### src/rtl/bpit_pkg.sv
// shared constants and the config register type for the barycentric point-in-triangle block
// no dependencies

package bpit_pkg;

  localparam int unsigned OUT_W  = 20;
  localparam int unsigned TOL_W  = 16;
  localparam int unsigned LIM_W  = 16;
  localparam int unsigned CFG_IW = 1;

  typedef enum logic [CFG_IW-1:0] {
    CFG_TOLERANCE = 1'b0,
    CFG_DEG_LIMIT = 1'b1
  } cfg_reg_e;

endpackage

### src/rtl/bpit_div.sv
// pipelined restoring divider, one quotient bit per stage, rounding and saturation
// depends on bpit_pkg

module bpit_div import bpit_pkg::*; #(
  parameter int unsigned NW = 37,
  parameter int unsigned DW = 35,
  parameter int unsigned SH = 17,
  parameter int unsigned QB = 22
) (
  input  logic                    clk_i,
  input  logic                    en_i,
  input  logic [NW-1:0]           num_i,
  input  logic [DW-1:0]           den_i,
  input  logic                    neg_i,
  output logic signed [OUT_W-1:0] weight_o
);

  localparam int unsigned RW = NW + SH;
  localparam int unsigned TW = DW + QB;
  localparam int unsigned CW = ((RW > TW) ? RW : TW) + 1;

  logic [CW-1:0] rem_q [QB+1];
  logic [QB-1:0] quo_q [QB+1];
  logic [DW-1:0] den_q [QB+1];
  logic          neg_q [QB+1];
  logic          ovf_q [QB+1];
  logic signed [OUT_W-1:0] weight_q;

  logic [CW-1:0] num_ext;
  logic [CW-1:0] lim_ext;

  assign num_ext = CW'({num_i, SH'(0)});
  assign lim_ext = CW'({den_i, QB'(0)});

  // overflow precheck: quotient would need more than QB bits
  always_ff @(posedge clk_i) begin
    if (en_i) begin
      rem_q[0] <= num_ext;
      quo_q[0] <= '0;
      den_q[0] <= den_i;
      neg_q[0] <= neg_i;
      ovf_q[0] <= (num_ext >= lim_ext);
    end
  end

  for (genvar k = 1; k <= QB; k++) begin : g_step
    logic [CW-1:0] trial;
    logic          take;
    assign trial = CW'(den_q[k-1]) << (QB - k);
    assign take  = rem_q[k-1] >= trial;
    always_ff @(posedge clk_i) begin
      if (en_i) begin
        rem_q[k] <= take ? rem_q[k-1] - trial : rem_q[k-1];
        quo_q[k] <= quo_q[k-1] | (take ? QB'(1) << (QB - k) : QB'(0));
        den_q[k] <= den_q[k-1];
        neg_q[k] <= neg_q[k-1];
        ovf_q[k] <= ovf_q[k-1];
      end
    end
  end

  localparam logic [QB:0] MAG_POS = (QB+1)'((1 << (OUT_W-1)) - 1);
  localparam logic [QB:0] MAG_NEG = (QB+1)'(1 << (OUT_W-1));

  logic [QB:0]             mag;
  logic signed [OUT_W-1:0] weight_d;

  // round half away from zero on the extra quotient bit
  assign mag = ((QB+1)'(quo_q[QB]) + (QB+1)'(1)) >> 1;

  always_comb begin
    if (!neg_q[QB]) begin
      if (ovf_q[QB] || mag > MAG_POS) weight_d = OUT_W'(MAG_POS);
      else                            weight_d = OUT_W'(mag);
    end else begin
      if (ovf_q[QB] || mag > MAG_NEG) weight_d = OUT_W'(MAG_NEG);
      else                            weight_d = OUT_W'(-mag);
    end
  end

  always_ff @(posedge clk_i) begin
    if (en_i) weight_q <= weight_d;
  end

  assign weight_o = weight_q;

endmodule

### config.mk
export PLATFORM = sky130hd
export DESIGN_NAME = bpit_div
export DESIGN_NICKNAME = d
export VERILOG_FILES = /design/src/rtl/bpit_pkg.sv /design/src/rtl/bpit_div.sv
export SDC_FILE = /design/constraint.sdc
export NUM_CORES = 2
export LEC_CHECK = 0
export CAP_MARGIN = 10
export CORE_MARGIN = 3
export CORE_UTILIZATION = 40
export CTS_CLUSTER_SIZE = 16
export DETAILED_ROUTE_END_ITERATION = 8
export DONT_BUFFER_PORTS = 1
export HOLD_SLACK_MARGIN = 0.02
export PLACE_DENSITY_LB_ADDON = 0.08
export SLEW_MARGIN = 15
export SYNTH_ARGS = -nofsm -noshare
export SYNTH_HDL_FRONTEND = slang
export SYNTH_SLANG_ARGS = --single-unit
### constraint.sdc
create_clock -name clk_i -period 3.7 [get_ports clk_i]
set_input_delay 0.185 -clock clk_i [delete_from_list [all_inputs] [get_ports clk_i]]
set_output_delay 0.185 -clock clk_i [all_outputs]
set_load 0.05 [all_outputs]
After elaboration in Yosys (flattened, before gate mapping)
Memories as Yosys holds them, arrays and structs flattened.
Index checks and enable logic that the tools add are counted.
Widths: inputs -> output; s select.
Storage, ports and cells
  word-level logic and storage cells: 128
  output and inout port bits: 20
  register bits after elaboration: 20
  bits of input ports: 75
  RAM bits: 2691
  memories kept: 5
Memories
  rem_q: depth 23, width 58, read ports 22, clocked after Yosys merged registers in 0, write ports 23, line bpit_div.sv:22  | logic [CW-1:0] rem_q [QB+1];
  den_q: depth 23, width 35, read ports 22, clocked after Yosys merged registers in 0, write ports 23, line bpit_div.sv:24  | logic [DW-1:0] den_q [QB+1];
  quo_q: depth 23, width 22, read ports 23, clocked after Yosys merged registers in 0, write ports 23, line bpit_div.sv:23  | logic [QB-1:0] quo_q [QB+1];
  neg_q: depth 23, width 1, read ports 23, clocked after Yosys merged registers in 0, write ports 23, line bpit_div.sv:25  | logic neg_q [QB+1];
  ovf_q: depth 23, width 1, read ports 23, clocked after Yosys merged registers in 0, write ports 23, line bpit_div.sv:26  | logic ovf_q [QB+1];
Cells by class
  bitwise operators: 22
  mux-type cells: 49
  $add $sub $neg: 24
  order comparisons: 25
  reductions and logical operators: 2
Operator list (number)
  $mux 58: 22
  $mux 20: 4
  $ge 58x35->1: 1
  $ge 58x36->1: 1
  $ge 58x37->1: 1
  $ge 58x38->1: 1
  $ge 58x39->1: 1
  $ge 58x40->1: 1
  $ge 58x41->1: 1
  $ge 58x42->1: 1
  $ge 58x43->1: 1
  $ge 58x44->1: 1
  $ge 58x45->1: 1
  $ge 58x46->1: 1
  $ge 58x47->1: 1
  $ge 58x48->1: 1
  $ge 58x49->1: 1
  $ge 58x50->1: 1
  $ge 58x51->1: 1
  $ge 58x52->1: 1
  $ge 58x53->1: 1
  $ge 58x54->1: 1
  $ge 58x55->1: 1
  $ge 58x56->1: 1
  71 further kinds: 74

Logic depth before layout (Yosys ltp)
An unclocked memory read counts as a cell.
  depth in word-level cells: 6
  depth in mapped cells: 16
  mapped depth without buffers: 15

Worst setup path after synthesis
No wires, ideal clock.
  kind: register to register
  from: memory rem_q[0][207] in the netlist's numbering
  to: memory rem_q[1][21] in the netlist's numbering, data pin
  required time: 3.440 ns
  cell stages (with the launch flop): 14
  path slack: 0.015 ns
  path buffers: 2
  clock period less this slack: 3.685 ns
  arrival: 3.425 ns
  library setup time: 0.260 ns
  cell sequence: edfxtp_1 ha_1 a21oi_1 o21ai_0 a221oi_1 nand2_1 o21ai_0 o31a_1 a31oi_1 a2111oi_0 nor2b_1 buf_2 buf_2 mux2_2
RTL lines (line)
  start: declaration: bpit_div.sv:22

==> results.yml <==
outcome:
  status: "finished, violations left"
  violations: "setup timing"
cells_and_area:
  drive_above_1_share_pct: 18.94
  area_growth_pct: 23.34
  final_core_util_pct: 49.78
  stdcell_area_sq_um: 148400
  fin_nets: 13580
clocking:
  cts_tree: "yes"
  clock-sinks: 2123
  clk_latency_ns: 0.94
  h-tree-depth: 4
  cts-root-buf: "clkbuf_16"
  path_clk_slew_ns: 0.06
  cts_buffers: 240
  cts.path.max_buffers: 4
drt:
  drt_iter0_markers: 6569
  dr.pass1.iters: 6
  vias: 89540
  avgViaCountPerCell: 5.323
  ant_nets: 0
  drc_errors: 0
  totalWireLength_microns: 347800
  wl_per_cell_microns: 20.68
sta:
  worst_slack_ns: -0.04695
  max-slew-margin-rel_pct: 31.66
  post-route-period-util_pct: 101.3
  worst_pin_slew_ns: 1.016
  hold_slack_ns: 0.1635
  clock_skew_ns: 0.05971
  final_hold_viol_count: 0
  fmax_mhz: 266.9
  drv_slew: 0
  rsz0062_at_grt: "true"
  finalCriticalPeriod_ns: 3.747
  finalSetupViolCount: 2
setup_path:
  end_kind: "flip-flop"
  cp.arrival_ns: 4.37
  worstSetupPathType: "reg2reg"
  startpoint_type: "flip-flop"
  cp.required_ns: 4.32
  crit_fanout: 3
logic_synthesis:
  synth.distinct_cells: 85
  synth.largest_area_cell: "edfxtp_1"
  synth-xor-area-share_pct: 6.538
  synth-simple-area-share_pct: 11.42
  synthesis.nets: 11990
  syn_inst: 11090
  synth-main-ff-cell: "edfxtp_1"
  yosys-top-cells-area: "edfxtp_1 (53%), ha_1 (8.3%), a21oi_1 (3.7%)"
  ys_warn_count: 0
  synth_edf_count: 2123
  async_flop_share_pct: 0
  synth_compound_area_share_pct: 14.83
  synth_fa_ha_area_share_pct: 8.691
  muxShareOfSynthArea_pct: 1.380
  netlist.area_leader.share_pct: 53.00
  synth_top_family_by_area: "compound AO/OA/AOI/OAI gates"
  yosysSeqAreaShare_pct: 53.00
  yosys_register_bits: 2123
  syn_avg_cell_area_sq_um: 10.85
  netlist_area_sq_um: 120300
floorplanning:
  rows: 200
  start_util_pct: 40.36
  ioPinCount: 95
  dieArea_sq_um: 307300
  fp.dieH_microns: 554.4
  coreArea_sq_um: 298000
  die_x_microns: 554.4
placement:
  port_buffers: 0
  gp_congestion: 0.8998
  place_ws_ns: -1.487
  place_area_sq_um: 135100
  hpwl_microns: 261200
grt:
  grt_max_degree: 255
  grt_overflow: 0
  grt_pass1_vias: 87710
  grt_pass1_wl_microns: 521800
  antenna_found_initial: 11
  track_usage_pct: 21.61
pwr:
  irDropWorstVdd_uv: 455.4
  leakagePower_nw: 60.39
  powerDensity_nw_per_um2: 753.7
flow_run:
  maxCapViolCount: 0
worst_hold_path:
  hold_class: "in2reg"
## synth_stat cells (all sizes together) (116+ instances only)
| library cell | instances |
|---|---|
| mux2 | 143 |
| nand3 | 177 |
| ha | 802 |
| inv | 1038 |
| o21ai | 839 |
| a21o | 435 |
| clkbuf | 255 |
| edfxtp | 2123 |
| nand2b | 128 |
| xor2 | 406 |
| nor2 | 629 |
| a21oi | 890 |
| nand2 | 956 |
| nor2b | 116 |
| nor3 | 182 |
| xnor2 | 492 |
| nand4 | 163 |
## state kept, by name (all words and copies together) (netlist names)
register  flops
rem_q      1034
weight_o     20
neg_q        23
quo_q       253
ovf_q        23
den_q       770
## final timing paths
kind / cells past startpoint / slack (ns) / start / endpoint
setup / recovery: 14 / -0.05 / rem_q[4][6] / rem_q[4][115]
hold / removal: 6 / 0.16 / den_i[16] / ovf_q[0][0]
setup reg to reg: 14 / -0.05 / rem_q[4][6] / rem_q[4][115]
hold reg to reg: 0 / 0.37 / quo_q[1][103] / quo_q[1][125]
## critical path: stages, from the launching register on
cell	delay, ns
edfxtp_1	0.43
ha_4	0.29
nor2b_2	0.12
o21a_1	0.20
o21ai_4	0.09
a211oi_4	0.31
buf_6	0.16
o2111ai_4	0.12
buf_6	0.17
a21oi_4	0.16
nor4b_4	0.07
or3_4	0.37
a2111o_1	0.41
or4_4	0.42
xnor2_1	0.13
## area by class of cell
cell class                 instances  area (sq um)
tap                             3939          4928
clock buffer                     281          6223
multi-input combinational       7642         54080
sequential                      2123         63750
antenna                            4         10.01
fill                           26910        149700
timing repair buffer            1632         13630
inverter                        1039          3909
clock inverter                   162          1833
## repair_timing
action	in CTS	in global routing
pin swaps	52	157
hold buffers	151	0
resized for setup	180	398
setup buffers	20	70
endpoints found under the hold margin	164	0
setup endpoints to repair	701	923
gates cloned	3	12
## report_power, final
part	total, mW	internal, mW	switching (mW)	leakage [nW]
clock network	24.5	14.5	9.94	3.90
registers	38.7	34.3	4.40	20.5
logic	48.7	22.7	26.0	35.9
total	112	71.4	40.4	60.4
## metal layers
metal	GRT usage, %	wire length, microns	vias up	share of wire [%]
met5	0	0	-	0
met2	36.56	167100	1813	48
met3	2.485	13660	440	3.9
met1	29.58	158100	43470	45
met4	5.245	8984	0	2.6
li1	-	-	43820	-
## cell usage in the layout, fill, tap and decap left out, types with 63 or more instances in the layout
cell	netlist	layout
a21oi_1	890	842
and3_1	96	93
ha_1	802	779
a21o_1	435	434
nor2b_1	116	105
dlygate4sd3_1	0	148
nand3_1	177	169
edfxtp_1	2123	2123
mux2_2	143	141
o21a_1	104	100
clkbuf_16	0	254
xnor2_1	492	485
nor4_1	104	77
o21ai_0	834	765
o21bai_1	101	98
inv_1	1038	1031
nand2_1	956	950
nor2_1	629	603
nor3_1	181	158
a31oi_1	90	78
nand2b_1	128	126
xor2_1	406	403
nand4_1	163	163
buf_4	0	1407
or3_1	74	63
## kinds of logic after synthesis
logic type,after synthesis
fa+ha+maj,823
flops,2123
mux,148
simple gates,2855
buf+inv,1324
xor+xnor,898
compound gates,2918
## metrics by stage
| stage | TNS [ns] | std cells | power [mW] |
|---|---|---|---|
| after floorplan | 0 | 11090 | 66.81 |
| after CTS | -0.03256 | 16740 | 111.3 |
| after global routing | -4.022 | 16820 | 119.3 |
| after global placement | -455.16 | 16120 | 85.16 |
| final | -0.04960 | 16820 | 111.8 |
| after detailed placement | -686.51 | 16130 | 85.39 |
(Power assumes the default switching activity.)
